===== src/sv/mbr_pkg.sv =====
// ----------------------------------------------------------------------------
// mbr_pkg
// shared types, request codes and helpers for the msb-first bitstream reader
// ----------------------------------------------------------------------------
package mbr_pkg;

    // default sizes
    localparam int BUF_BYTES_DEF    = 4096;
    localparam int MAX_BYTE_RUN_DEF = 64;
    localparam int QUEUE_DEPTH      = 2;

    // fixed field widths
    localparam int ADDR_MAX_W = 16;   // widest store address over the allowed sizes
    localparam int RUN_W      = 7;    // byte run count, up to 64
    localparam int OFF_W      = 13;   // byte_offset result field

    // request codes
    localparam logic [2:0] REQ_LOAD    = 3'd0;
    localparam logic [2:0] REQ_GET     = 3'd1;
    localparam logic [2:0] REQ_PEEK    = 3'd2;
    localparam logic [2:0] REQ_DROP    = 3'd3;
    localparam logic [2:0] REQ_BYTES   = 3'd4;
    localparam logic [2:0] REQ_SHORT   = 3'd5;
    localparam logic [2:0] REQ_ALIGN   = 3'd6;
    localparam logic [2:0] REQ_RESTART = 3'd7;

    // work kinds handed to the back end
    localparam logic [1:0] K_NONE  = 2'd0;
    localparam logic [1:0] K_BITS  = 2'd1;
    localparam logic [1:0] K_SHORT = 2'd2;
    localparam logic [1:0] K_RUN   = 2'd3;

    typedef struct packed {
        logic [2:0] req_type;
        logic [7:0] load_data;
        logic [7:0] amount;
    } cmd_t;

    typedef struct packed {
        logic [15:0]      value;
        logic             ok;
        logic             last;
        logic [OFF_W-1:0] byte_offset;
        logic [2:0]       bit_offset;
    } rsp_t;

    // classified request waiting for the back end
    typedef struct packed {
        logic [1:0]            kind;
        logic                  ok;
        logic [ADDR_MAX_W-1:0] addr;
        logic [2:0]            bitpos;
        logic [3:0]            nbits;
        logic [RUN_W-1:0]      count;
        logic [OFF_W-1:0]      byte_offset;
        logic [2:0]            bit_offset;
    } entry_t;

    typedef struct packed {
        logic empty;
        logic full;
    } q_status_t;

    // pick n bits msb first out of a two byte window starting at bitpos
    function automatic logic [15:0] extract_bits(input logic [15:0] window,
                                                 input logic [2:0]  bitpos,
                                                 input logic [3:0]  n);
        logic [4:0]  sh;
        logic [15:0] mask;
        sh   = 5'd16 - {2'b00, bitpos} - {1'b0, n};
        mask = (16'h0001 << n) - 16'h0001;
        return (window >> sh) & mask;
    endfunction

endpackage


===== src/sv/mbr_front.sv =====
// ----------------------------------------------------------------------------
// mbr_front
// accepts requests, keeps the read position, checks bounds, appends loaded
// bytes and queues classified work; alignment uses a bit-serial remainder unit
// ----------------------------------------------------------------------------
module mbr_front #(
    parameter int BUF_BYTES    = mbr_pkg::BUF_BYTES_DEF,
    parameter int MAX_BYTE_RUN = mbr_pkg::MAX_BYTE_RUN_DEF
) (
    input  logic                         clk,
    input  logic                         rst_n,
    input  logic                         start,
    input  mbr_pkg::cmd_t                cmd,
    output logic                         busy,
    input  logic                         q_full,
    input  logic                         drain_clear,
    output logic                         push,
    output mbr_pkg::entry_t              push_ent,
    output logic                         wr_en,
    output logic [$clog2(BUF_BYTES)-1:0] wr_addr,
    output logic [7:0]                   wr_data
);

    localparam int ADDR_W = $clog2(BUF_BYTES);
    localparam int CNT_W  = $clog2(BUF_BYTES + 1);
    localparam int BL_W   = CNT_W + 3;
    localparam int CW_W   = $clog2(CNT_W + 1);

    logic [CNT_W-1:0] count_reg, count_next;
    logic [CNT_W-1:0] pos_reg, pos_next;
    logic [2:0]       bit_reg, bit_next;
    logic             drain_reg, drain_next;

    logic             div_busy_reg, div_busy_next;
    logic [CW_W-1:0]  div_cnt_reg, div_cnt_next;
    logic [CNT_W-1:0] div_num_reg, div_num_next;
    logic [7:0]       div_rem_reg, div_rem_next;
    logic [CNT_W-1:0] div_p_reg, div_p_next;
    logic [7:0]       div_amt_reg, div_amt_next;

    logic             acc;
    logic [BL_W-1:0]  used;
    logic [BL_W-1:0]  total;
    logic [BL_W-1:0]  bits_left;
    logic [BL_W-1:0]  adv;
    logic [8:0]       trial;
    logic [CNT_W:0]   up;

    assign busy = q_full | div_busy_reg | drain_reg;
    assign acc  = start & ~busy;

    // bit positions
    assign used      = {pos_reg, bit_reg};
    assign total     = {count_reg, 3'b000};
    assign bits_left = total - used;
    assign adv       = used + BL_W'(cmd.amount);
    assign trial     = {div_rem_reg, div_num_reg[CNT_W-1]};

    // classification and position update
    always_comb
    begin
        count_next    = count_reg;
        pos_next      = pos_reg;
        bit_next      = bit_reg;
        drain_next    = drain_reg;
        div_busy_next = div_busy_reg;
        div_cnt_next  = div_cnt_reg;
        div_num_next  = div_num_reg;
        div_rem_next  = div_rem_reg;
        div_p_next    = div_p_reg;
        div_amt_next  = div_amt_reg;
        wr_en         = 1'b0;
        wr_addr       = ADDR_W'(count_reg);
        wr_data       = cmd.load_data;
        push          = 1'b0;
        up            = '0;

        push_ent.kind        = mbr_pkg::K_NONE;
        push_ent.ok          = 1'b1;
        push_ent.addr        = mbr_pkg::ADDR_MAX_W'(pos_reg);
        push_ent.bitpos      = bit_reg;
        push_ent.nbits       = cmd.amount[3:0];
        push_ent.count       = cmd.amount[mbr_pkg::RUN_W-1:0];
        push_ent.byte_offset = '0;
        push_ent.bit_offset  = '0;

        if (div_busy_reg)
        begin
            if (div_cnt_reg != '0)
            begin
                // one remainder bit per cycle
                if (trial >= {1'b0, div_amt_reg})
                begin
                    div_rem_next = 8'(trial - {1'b0, div_amt_reg});
                end
                else
                begin
                    div_rem_next = trial[7:0];
                end
                div_num_next = div_num_reg << 1;
                div_cnt_next = div_cnt_reg - CW_W'(1);
            end
            else
            begin
                // round up to the boundary and clamp to the data end
                if (div_rem_reg == 8'd0)
                begin
                    up = {1'b0, div_p_reg};
                end
                else
                begin
                    up = {1'b0, div_p_reg} + (CNT_W + 1)'(div_amt_reg)
                         - (CNT_W + 1)'(div_rem_reg);
                end
                if (up > {1'b0, count_reg})
                begin
                    up = {1'b0, count_reg};
                end
                pos_next      = up[CNT_W-1:0];
                bit_next      = 3'd0;
                div_busy_next = 1'b0;
                push          = 1'b1;
            end
        end
        else if (acc)
        begin
            push = 1'b1;
            case (cmd.req_type)
                mbr_pkg::REQ_LOAD:
                begin
                    if (count_reg < CNT_W'(BUF_BYTES))
                    begin
                        wr_en      = 1'b1;
                        count_next = count_reg + CNT_W'(1);
                    end
                    else
                    begin
                        push_ent.ok = 1'b0;
                    end
                end
                mbr_pkg::REQ_GET, mbr_pkg::REQ_PEEK:
                begin
                    if (cmd.amount > 8'd8 || bits_left < BL_W'(cmd.amount))
                    begin
                        push_ent.ok = 1'b0;
                    end
                    else
                    begin
                        if (cmd.amount != 8'd0)
                        begin
                            push_ent.kind = mbr_pkg::K_BITS;
                        end
                        if (cmd.req_type == mbr_pkg::REQ_GET)
                        begin
                            pos_next = adv[BL_W-1:3];
                            bit_next = adv[2:0];
                        end
                    end
                end
                mbr_pkg::REQ_DROP:
                begin
                    if (bits_left < BL_W'(cmd.amount))
                    begin
                        push_ent.ok = 1'b0;
                    end
                    else
                    begin
                        pos_next = adv[BL_W-1:3];
                        bit_next = adv[2:0];
                    end
                end
                mbr_pkg::REQ_BYTES:
                begin
                    if (cmd.amount > 8'(MAX_BYTE_RUN) || bit_reg != 3'd0
                        || bits_left < BL_W'({cmd.amount, 3'b000}))
                    begin
                        push_ent.ok = 1'b0;
                    end
                    else if (cmd.amount != 8'd0)
                    begin
                        push_ent.kind = mbr_pkg::K_RUN;
                        pos_next      = pos_reg + CNT_W'(cmd.amount);
                    end
                end
                mbr_pkg::REQ_SHORT:
                begin
                    if (bit_reg != 3'd0 || bits_left < BL_W'(16))
                    begin
                        push_ent.ok = 1'b0;
                    end
                    else
                    begin
                        push_ent.kind = mbr_pkg::K_SHORT;
                        pos_next      = pos_reg + CNT_W'(2);
                    end
                end
                mbr_pkg::REQ_ALIGN:
                begin
                    if (cmd.amount != 8'd0)
                    begin
                        // result is queued once the remainder is known
                        push          = 1'b0;
                        div_busy_next = 1'b1;
                        div_cnt_next  = CW_W'(CNT_W);
                        div_rem_next  = 8'd0;
                        div_amt_next  = cmd.amount;
                        div_p_next    = pos_reg + CNT_W'(bit_reg != 3'd0);
                        div_num_next  = pos_reg + CNT_W'(bit_reg != 3'd0);
                    end
                end
                default:
                begin
                    // restart
                    count_next = '0;
                    pos_next   = '0;
                    bit_next   = 3'd0;
                end
            endcase
        end

        push_ent.byte_offset = mbr_pkg::OFF_W'(pos_next);
        push_ent.bit_offset  = bit_next;

        // after a restart wait until older reads are done before taking new requests
        if (acc && cmd.req_type == mbr_pkg::REQ_RESTART)
        begin
            drain_next = 1'b1;
        end
        else if (drain_reg && drain_clear)
        begin
            drain_next = 1'b0;
        end
    end

    // control state
    always_ff @(posedge clk or negedge rst_n)
    begin
        if (!rst_n)
        begin
            count_reg    <= '0;
            pos_reg      <= '0;
            bit_reg      <= 3'd0;
            drain_reg    <= 1'b0;
            div_busy_reg <= 1'b0;
            div_cnt_reg  <= '0;
        end
        else
        begin
            count_reg    <= count_next;
            pos_reg      <= pos_next;
            bit_reg      <= bit_next;
            drain_reg    <= drain_next;
            div_busy_reg <= div_busy_next;
            div_cnt_reg  <= div_cnt_next;
        end
    end

    // divider datapath
    always_ff @(posedge clk)
    begin
        div_num_reg <= div_num_next;
        div_rem_reg <= div_rem_next;
        div_p_reg   <= div_p_next;
        div_amt_reg <= div_amt_next;
    end

    // read position never passes the loaded data
    a_pos_bound: assert property (@(posedge clk) disable iff (!rst_n)
        used <= total)
        else $error("read position beyond loaded data");

    // no work is queued into a full queue
    a_no_overflow: assert property (@(posedge clk) disable iff (!rst_n)
        push |-> !q_full)
        else $error("push into full queue");

endmodule


===== config.mk =====
export PLATFORM = sky130hd
export DESIGN_NAME = mbr_front
export DESIGN_NICKNAME = d
export VERILOG_FILES = /design/src/sv/mbr_pkg.sv /design/src/sv/mbr_front.sv
export SDC_FILE = /design/constraint.sdc
export NUM_CORES = 1
export LEC_CHECK = 0
export ABC_CLOCK_PERIOD_IN_PS = 5400
export BUFFER_PORTS_ARGS = -buffer_cell sky130_fd_sc_hd__buf_2
export CAP_MARGIN = 25
export CORE_MARGIN = 4
export CORE_UTILIZATION = 45
export DETAILED_ROUTE_END_ITERATION = 6
export HOLD_SLACK_MARGIN = 0.05
export PLACE_DENSITY = 0.69
export REMOVE_ABC_BUFFERS = 1
export SYNTH_ARGS = -nofsm -noshare
export SYNTH_HDL_FRONTEND = slang
export SYNTH_SLANG_ARGS = --single-unit

===== constraint.sdc =====
create_clock -name clk -period 5.4 [get_ports clk]
set_input_delay 0.81 -clock clk [delete_from_list [all_inputs] [get_ports clk]]
set_output_delay 0.81 -clock clk [all_outputs]
set_load 0.02 [all_outputs]

; ---- Yosys cells after proc, flatten, opt, wreduce, memory -nomap -nowiden
; Index checks and enable logic that the tools add are counted.
[totals]
wordCells = 133
out_inout_bits = 72
ff_bits = 77
[classes]
eq_ne = 9
n_addsub = 10
mux = 68
n_bitwise = 6
magnitude_cmp = 8
reduce_logical = 22
[op_table]
columns = cell, n
row1 = $mux W13, 16
row2 = $pmux W13 S5, 1
row3 = $mux W8, 6
row4 = $mux W14, 3
row5 = $pmux W13 S2, 1
row6 = $mux W3, 8
row7 = $mux W1, 22
row8 = $mux W4, 5
row9 = $add A16 B8 Y16, 1
row10 = $lt A16 B11 Y1, 1
row11 = $lt A16 B5 Y1 const B, 1
row12 = $lt A16 B8 Y1, 1
row13 = $sub A16 B16 Y16, 1
row14 = $add A13 B8 Y14, 1
row15 = $gt A14 B13 Y1, 1
row16 = $sub A14 B8 Y14, 1
row17 = $add A13 B1 Y13, 1
row18 = $add A13 B1 Y13 const B, 1
row19 = $add A13 B2 Y13 const B, 1
row20 = $add A13 B8 Y13, 1
row21 = $lt A13 B13 Y1 const B, 1
row22 = $eq A3 B3 Y1 const B, 4
row23 = $reduce_and A4 Y1, 3
row24 = $ge A9 B8 Y1, 1
row25 = other kinds (26), 40

; ---- Depth between registers and ports, before layout
; Gate-level depths: netlist (run 1).
[logic_depth]
depth_word = 9
ltp_mapped = 25
mapped_depth_nobuf = 23

; ---- Worst setup path before layout (run 1)
; No wires, ideal clock.
[synth_timing]
path_kind = reg-to-output
startpoint = register div_rem_reg[2]
endpoint = output push_ent[9] in the netlist's numbering
path_stages_with_launch = 22
path_buffers = 2
required_ps = 4590
arrival_ps = 4852
slack_ps = -262
cell_sequence = edfxtp_1 > fa_1 > inv_1 > ha_1 > nor2b_1 > o31a_1 > o211a_1 > o21a_1 > o21a_1 > or3_1 > nand3_1 > o21ai_0 > ha_1 > nand2_1 > a311oi_1 > or3_1 > a21oi_1 > o22ai_1 > buf_1 > clkbuf_1 > o21ai_0 > o221ai_1
[synth_lines]
columns = item, line
row1 = start: declaration, mbr_front.sv:37  ; logic [7:0] div_rem_reg, div_rem_next;
row2 = start signal: assignment, mbr_front.sv:262  ; div_rem_reg <= div_rem_next;
row3 = end: declaration, mbr_front.sv:18  ; output mbr_pkg::entry_t push_ent,

==> results.tsv, run 1 <==
stage	metric	value	unit
sta	setup repair after global routing missed its margin	true	
worst_setup_path	Critical Path Start Type	flip-flop	
global_route	vias in the first global route	7690	
detailed_routing	router iterations before antenna repair	5	
worst_setup_path	timing endpoint of the critical path	push_ent[5]	
floorplanning	overall die width	144	µm
power	largest voltage drop on the vdd net	0.000495	V
worst_setup_path	Crit Path Max Fanout	6	
synth	post-synth design cell area	8280	µm²
synth	share of flip-flops with an asynchronous set or reset	45.5	%
synth	per-instance average area after synthesis	8.54	µm²
floorplanning	number of top-level pins	96	
detailed_routing	wire length on met3	1300	µm
sta	total of endpoints with negative setup slack in the final report	13	
worst_setup_path	Worst Path Required	4.59	ns
layout	number of nets in the layout	1205	
power	Static Leakage	4.43	nW
detailed_routing	detailed router's first-iteration violation count	574	
detailed_routing	vias per inst	5.86	
synth	cell count after synthesis	970	
clocking	total CTS buffers	9	
layout	leading cell type in the layout, fill and taps excluded	sky130_fd_sc_hd__buf_4	
clocking	Max Root-Sink Buffers	2	
worst_setup_path	slowest cell delay on critical path	0.54	ns
sta	slack of the critical path	-0.650	ns
power	total power per unit cell area	614	nW/µm²
worst_setup_path	crit end category	output port	
worst_setup_path	cell breakdown of the critical path	fa_1 -> inv_1 -> ha_1 -> or3_4 -> o211a_1 -> o21a_1 -> o21a_1 -> or3_1 -> nand3_2 -> o21ai_2 -> ha_1 -> o21ai_1 -> a21oi_1 -> or3_1 -> a21oi_2 -> o22ai_4 -> clkbuf_16 -> mux2_2 -> a32oi_1 -> nand3_1 -> buf_6	
placement	Routability Congestion	0.973	
global_route	global-route wire length before repair	41600	µm
synth	most used flip-flop cell after synthesis	sky130_fd_sc_hd__edfxtp_1	
floorplanning	total die area	20600	µm²
synth	sequential element share of the synthesized area	25.8	%
worst_setup_path	critical path's top delay family	compound AO/OA/AOI/OAI gates	
clocking	clock latency reported for the late side of the worst-skew pair	0.34	ns
placement	detailed-placement wirelength estimate	20800	µm
global_route	global route total overflow	0	
synth	Yosys warning count	0	
sta	final critical-path required period	6.05	ns
clocking	clock tree root buffer cell	sky130_fd_sc_hd__clkbuf_16	
floorplanning	number of cell rows	49	
worst_setup_path	reg2reg path depth	22	
placement	buffers added on ports	76	
layout	sequential cell area	2140	µm²
worst_setup_path	category of the most critical setup path	flip-flop to output port	
clocking	CTS Hold Buffers Added	0	
worst_setup_path	cell at the slowest stage of the critical path	sky130_fd_sc_hd__fa_1	
layout	leading cell types in the layout, fill and taps excluded	89 x sky130_fd_sc_hd__buf_4, 87 x sky130_fd_sc_hd__inv_1, 82 x sky130_fd_sc_hd__ha_1	
layout	number of cells in the finished layout apart from fillers	1319	
sta	portion of the clock cycle consumed by the worst path in the final layout	112	%
clocking	total clock sinks	77	
worst_hold_path	kind of path behind the tightest hold check	flip-flop to flip-flop	
detailed_routing	final wirelength	26500	µm
worst_setup_path	number of buffer and inverter instances along the worst setup path	3	
layout	Antenna Cells	0	
floorplanning	vertical extent of the die	144	µm
worst_setup_path	Critical Path Stages	21	
synth	count of state elements after synthesis	77	
detailed_routing	uppermost layer routed	met4	
detailed_routing	met2 routed WL	12100	µm
worst_setup_path	launching element of the worst setup path	div_rem_reg[4]$_SDFFCE_PN0P_	
worst_setup_path	critical path data arrival time	5.24	ns
placement	number of cells after detailed placement	1288	
floorplanning	Initial Util	45.9	%
detailed_routing	remaining antenna violation count	0	
sta	Total Negative Setup Slacks	-7.22	ns
worst_setup_path	origin of the critical flop-to-flop path	div_rem_reg[4]$_SDFFCE_PN0P_	
sta	measured slew at the worst slew-check pin	0.914	ns
layout	combined area of the multi-input logic cells	5530	µm²
clocking	CTS tree	yes	
worst_setup_path	endpoint of the most critical register-to-register path	pos_reg[0]$_DFF_PN0_	
detailed_routing	number of vias after detailed routing	7725	
layout	proportion of layout cells with a drive suffix above 1	23.4	%
worst_setup_path	reg2reg setup slack	0.46	ns
detailed_routing	DRC violations left	0	
synth	count of distinct cell types in the synthesized netlist	94	
sta	Clock Skew	0.0115	ns
job	max cap viols	0	
global_route	global routing usage summed across all routing layers	25.9	%
sta	final count of pins violating max slew	0	
detailed_routing	routed wirelength normalized by instance count	20.1	µm
synth	number of flops mapped to enable cells by yosys	42	
floorplanning	placeable core region	18000	µm²
layout	Area growth syn-to-layout	17.7	%
status	run status	finished, violations left	
detailed_routing	wire length on met1	11500	µm
sta	worst slew slack as a fraction of its limit	39.0	%
status	failing checks	negative setup slack	
layout	count of fill cells added during filler insertion	1673	
sta	Hold Violations, Final	0	
clocking	H-tree depth	3	
clocking	clock transition time at the flip-flop clock pins of the worst setup and hold paths	0.06	ns
sta	Highest Clock Rate	165	MHz
global_route	initial antenna violation count	0	
global_route	largest net degree at the start of global routing	36	
[metrics by stage]
step	hold WS, ns	instance area [µm²]	setup WS (ns)	total power (W)	utilization (%)
floorplan	0.489	7840	-0.591	0.00367	-
global placement	0.508	9070	-0.391	0.00501	50.3
detailed placement	0.515	9070	-0.460	0.00507	50.3
CTS	0.532	9550	-0.632	0.00583	53.0
global route	0.558	9740	-0.853	0.00645	54.1
finish	0.530	9740	-0.650	0.00598	54.1
[tightest hold or removal path, cell delays in order (launching register included)]
cell                      delay, ns
sky130_fd_sc_hd__dfrtp_1       0.35
sky130_fd_sc_hd__xnor2_1       0.08
sky130_fd_sc_hd__nand2_1       0.06
[synthesized netlist by cell type, drive strengths merged (5+ instances only)]
cell type   n  share of area [%]
inv        92                4.2
ha         85                 13
nor2       82                3.7
nand2      66                3.1
o21ai      64                3.9
a21oi      58                3.7
xnor2      46                5.0
buf        44                4.2
edfxtp     42                 15
dfrtp      35                 11
nand3      34                2.1
nor3       24                1.5
nand4      19                1.5
nor2b      18                1.4
clkbuf     17                1.0
mux2       17                2.3
a21o       14                1.3
mux2i      14                1.7
xor2       14                1.5
and3       13                1.0
nand2b     13               0.98
fa         11                2.7
o21a       11                1.0
or3        10               0.76
and2        9               0.68
o211ai      9               0.82
nor4        7               0.53
o221ai      7               0.74
o22ai       7               0.60
a211oi      6               0.60
o31ai       6               0.54
a211o       5               0.54
a31oi       5               0.38
nor3b       5               0.45
[how the worst min path moves through the flow]
stage	start	endpoint	slack (ns)	cells past startpoint
after floorplan	div_cnt_reg[3]$_DFFE_PN0P_	div_cnt_reg[3]$_DFFE_PN0P_	0.49	2
after global placement	div_cnt_reg[3]$_DFFE_PN0P_	div_cnt_reg[3]$_DFFE_PN0P_	0.51	2
after detailed placement	div_cnt_reg[3]$_DFFE_PN0P_	div_cnt_reg[3]$_DFFE_PN0P_	0.52	2
after CTS	div_cnt_reg[3]$_DFFE_PN0P_	div_cnt_reg[3]$_DFFE_PN0P_	0.53	2
after global routing	div_num_reg[10]$_DFFE_PP_	div_num_reg[11]$_DFFE_PP_	0.56	1
final	div_cnt_reg[3]$_DFFE_PN0P_	div_cnt_reg[3]$_DFFE_PN0P_	0.53	2
[metal layers]
| metal | up-vias | track usage, % |
|---|---|---|
| met3 | 86 | 3.93 |
| li1 | 3696 | - |
| met5 | - | 0 |
| met2 | 271 | 41.3 |
| met1 | 3672 | 33.6 |
| met4 | 0 | 14.1 |
[logic make-up (layout without fill, tap and decap cells)]
kind of cell             count (synthesis)  in the layout  share of synthesized area, %
adder cells (fa/ha/maj)                 96             96                          15.5
AO/OA/AOI/OAI                          235            235                          19.3
multiplexers                            31             31                          4.00
AND/OR/NAND/NOR                        315            315                          19.3
XOR/XNOR                                60             60                          6.44
other                                    1              3                        0.0453
flip-flops                              77             77                          25.8
buffers and inverters                  155            273                          9.58
[report_power, final]
| group | switching [W] | total, W | internal (W) |
|---|---|---|---|
| logic | 0.00249 | 0.00439 | 0.00189 |
| registers | 0.000149 | 0.000991 | 0.000842 |
| clock network | 0.000236 | 0.000605 | 0.000370 |
| total | 0.00288 | 0.00598 | 0.00310 |
[repair_timing]
action / CTS / global route
buffers inserted: 4 / 9
cloned: 1 / 0
pin swaps: 13 / 18
resized for setup: 44 / 30
setup endpoints to repair: 13 / 14
[cell type report]
type	instances	share of cell area (%)
clock inverters	4	0.475
flip-flops and latches	77	21.9
inverters	93	3.58
repair buffers	164	11.7
well taps	229	2.94
multi-input cells	740	56.8
clock buffers	12	2.53
(Power assumes the default switching activity.)
==> run 2: changes to the inputs <==
--- a/config.mk
+++ b/config.mk
@@ -5,14 +5,14 @@
 export SDC_FILE = /design/constraint.sdc
 export NUM_CORES = 1
 export LEC_CHECK = 0
-export ABC_CLOCK_PERIOD_IN_PS = 5400
+export ABC_CLOCK_PERIOD_IN_PS = 5700
 export BUFFER_PORTS_ARGS = -buffer_cell sky130_fd_sc_hd__buf_2
 export CAP_MARGIN = 25
 export CORE_MARGIN = 4
 export CORE_UTILIZATION = 45
 export DETAILED_ROUTE_END_ITERATION = 6
 export HOLD_SLACK_MARGIN = 0.05
-export PLACE_DENSITY = 0.69
+export PLACE_DENSITY = 0.66
 export REMOVE_ABC_BUFFERS = 1
 export SYNTH_ARGS = -nofsm -noshare
 export SYNTH_HDL_FRONTEND = slang
==> constraint.sdc (replaced) <==
create_clock -name clk -period 5.7 [get_ports clk]
set_input_delay 0.855 -clock clk [delete_from_list [all_inputs] [get_ports clk]]
set_output_delay 0.855 -clock clk [all_outputs]
set_load 0.02 [all_outputs]
==> run 2 against run 1 <==
The flow still finishes with violations (negative setup slack). Sequential power decreased by 3.3%. Sequential share of layout area increased by 0.35 points. Power decreased by 6.8%. First-iteration DRC count increased by 13%. Core utilization decreased by 0.84 points. Critical path type unchanged.
==> results.tsv, run 2 (synthesized netlist as in run 1, its figures left out) <==
stage	metric	value	unit
status	run status	finished, violations left	
status	failing checks	negative setup slack	
clocking	clock latency reported for the late side of the worst-skew pair	0.34	ns
floorplanning	overall die width	144	µm
placement	buffers added on ports	76	
worst_setup_path	cell breakdown of the critical path	inv_2 -> fa_1 -> inv_2 -> ha_4 -> nor2b_4 -> o31a_1 -> o211a_1 -> o21a_1 -> o21a_1 -> buf_4 -> or4_1 -> and3_4 -> ha_4 -> nand3_2 -> nor4_4 -> o22ai_4 -> clkbuf_16 -> mux2_2 -> a22oi_1 -> o211ai_1 -> buf_4	
worst_hold_path	hold worst-path end	div_cnt_reg[1]$_DFFE_PN0P_	
layout	final core utilization	53.2	%
sta	measured slew at the worst slew-check pin	0.934	ns
floorplanning	vertical extent of the die	144	µm
global_route	vias in the first global route	7553	
layout	leading cell types in the layout, fill and taps excluded	88 x sky130_fd_sc_hd__inv_1, 81 x sky130_fd_sc_hd__nor2_1, 79 x sky130_fd_sc_hd__ha_1	
worst_setup_path	Critical Path Start Type	flip-flop	
worst_setup_path	Worst Path Required	4.85	ns
worst_hold_path	Min-Delay Startpoint	div_cnt_reg[1]$_DFFE_PN0P_	
sta	Total Negative Setup Slacks	-2.46	ns
clocking	total CTS buffers	9	
sta	Clock Skew	0.00420	ns
layout	count of fill cells added during filler insertion	1720	
worst_setup_path	Crit Path Max Fanout	7	
power	Static Leakage	4.31	nW
clocking	CTS tree	yes	
worst_setup_path	reg2reg path depth	20	
detailed_routing	remaining antenna violation count	0	
worst_hold_path	number of instances on the worst hold path	2	
floorplanning	Initial Util	45.9	%
worst_setup_path	category of the most critical setup path	flip-flop to output port	
sta	setup repair after global routing missed its margin	true	
global_route	global route total overflow	0	
clocking	CTS Hold Buffers Added	0	
detailed_routing	routed wirelength normalized by instance count	20.3	µm
detailed_routing	final wirelength	26300	µm
layout	Antenna Cells	0	
sta	slack of the critical path	-0.293	ns
placement	detailed-placement wirelength estimate	20200	µm
worst_setup_path	reg2reg setup slack	0.93	ns
detailed_routing	number of vias after detailed routing	7843	
power	total power per unit cell area	581	nW/µm²
clocking	clock transition time at the flip-flop clock pins of the worst setup and hold paths	0.06	ns
sta	portion of the clock cycle consumed by the worst path in the final layout	105	%
worst_setup_path	launching element of the worst setup path	div_p_reg[2]$_DFFE_PP_	
floorplanning	number of top-level pins	96	
layout	number of nets in the layout	1181	
layout	number of cells in the finished layout apart from fillers	1295	
clocking	total clock sinks	77	
global_route	global routing usage summed across all routing layers	25.5	%
placement	Routability Congestion	1.03	
sta	final critical-path required period	5.99	ns
worst_setup_path	critical path data arrival time	5.14	ns
global_route	initial antenna violation count	0	
detailed_routing	DRC violations left	0	
sta	Hold Violations, Final	0	
sta	worst slew slack as a fraction of its limit	37.8	%
worst_setup_path	endpoint of the most critical register-to-register path	pos_reg[2]$_DFF_PN0_	
detailed_routing	router iterations before antenna repair	5	
job	max cap viols	0	
sta	total of endpoints with negative setup slack in the final report	13	
power	largest voltage drop on the vdd net	0.000482	V
sta	Highest Clock Rate	167	MHz
worst_hold_path	kind of path behind the tightest hold check	flip-flop to flip-flop	
clocking	Max Root-Sink Buffers	2	
sta	final count of pins violating max slew	0	
sta	minimum hold slack	0.527	ns
detailed_routing	vias per inst	6.06	
layout	Area growth syn-to-layout	15.9	%
floorplanning	number of cell rows	49	
floorplanning	placeable core region	18000	µm²
global_route	global-route wire length before repair	40700	µm
worst_setup_path	cell at the slowest stage of the critical path	sky130_fd_sc_hd__fa_1	
placement	number of cells after detailed placement	1263	
floorplanning	total die area	20600	µm²
layout	leading cell type in the layout, fill and taps excluded	sky130_fd_sc_hd__inv_1	
worst_setup_path	origin of the critical flop-to-flop path	div_p_reg[2]$_DFFE_PP_	
global_route	largest net degree at the start of global routing	36	
worst_setup_path	crit end category	output port	
layout	proportion of layout cells with a drive suffix above 1	22.0	%
detailed_routing	detailed router's first-iteration violation count	647	
worst_setup_path	slowest cell delay on critical path	0.56	ns
clocking	clock tree root buffer cell	sky130_fd_sc_hd__clkbuf_16	
clocking	H-tree depth	3	
run 2: timing repair:
item / CTS / global route
setup endpoints to repair: 13 / 13
setup buffers: 9 / 6
gates cloned: 1 / 0
resized for setup: 54 / 26
pin swaps: 21 / 19
run 2: routing by layer:
metal  GRT usage, %  up-vias  part of all wire [%]
li1               -     3637                     -
met1           32.4     3762                    41
met2           41.6      356                    47
met3           4.76       88                   6.6
met4           12.8        0                   5.0
met5              0        -                     0
run 2: cell type report:
type                    count  area [µm²]  share of cell area (%)
multi-input cells         740        5580                    58.2
flip-flops and latches     77        2140                    22.3
repair buffers            140         972                    10.1
inverters                  93         349                    3.64
well taps                 229         287                    2.99
clock buffers              14         254                    2.65
clock inverters             2        10.0                   0.104
run 2: metrics by stage:
stage               setup slack [ns]  area (µm²)  total power [W]
floorplan                     -0.336        7840          0.00347
global placement             -0.0752        8870          0.00468
CTS                           -0.347        9430          0.00542
finish                        -0.293        9590          0.00558
detailed placement            -0.126        8900          0.00473
global route                  -0.446        9590          0.00601
run 2: worst max path at each step:
stage,end,cells past startpoint
3_3_place_gp,push_ent[15],22
4_1_cts,push_ent[7],22
6_report,push_ent[7],21
5_1_grt,push_ent[7],23
2_1_floorplan,push_ent[15],20
3_5_place_dp,push_ent[15],22
run 2: worst max-delay path, delay by kind of cell, from the launching register on:
| kind | cells | cell delay [ns] |
|---|---|---|
| AOI/OAI and AO/OA | 7 | 1.30 |
| and+or+nand+nor | 5 | 1.19 |
| adders and majority gates | 3 | 1.04 |
| buffers and inverters | 5 | 0.63 |
| DFF | 1 | 0.35 |
| muxes | 1 | 0.27 |
run 2: power breakdown:
part,leakage [nW],internal [W],switching [W]
Sequential,0.851,0.000797,0.000162
Clock,0.131,0.000306,0.000221
Combinational,3.33,0.00176,0.00233
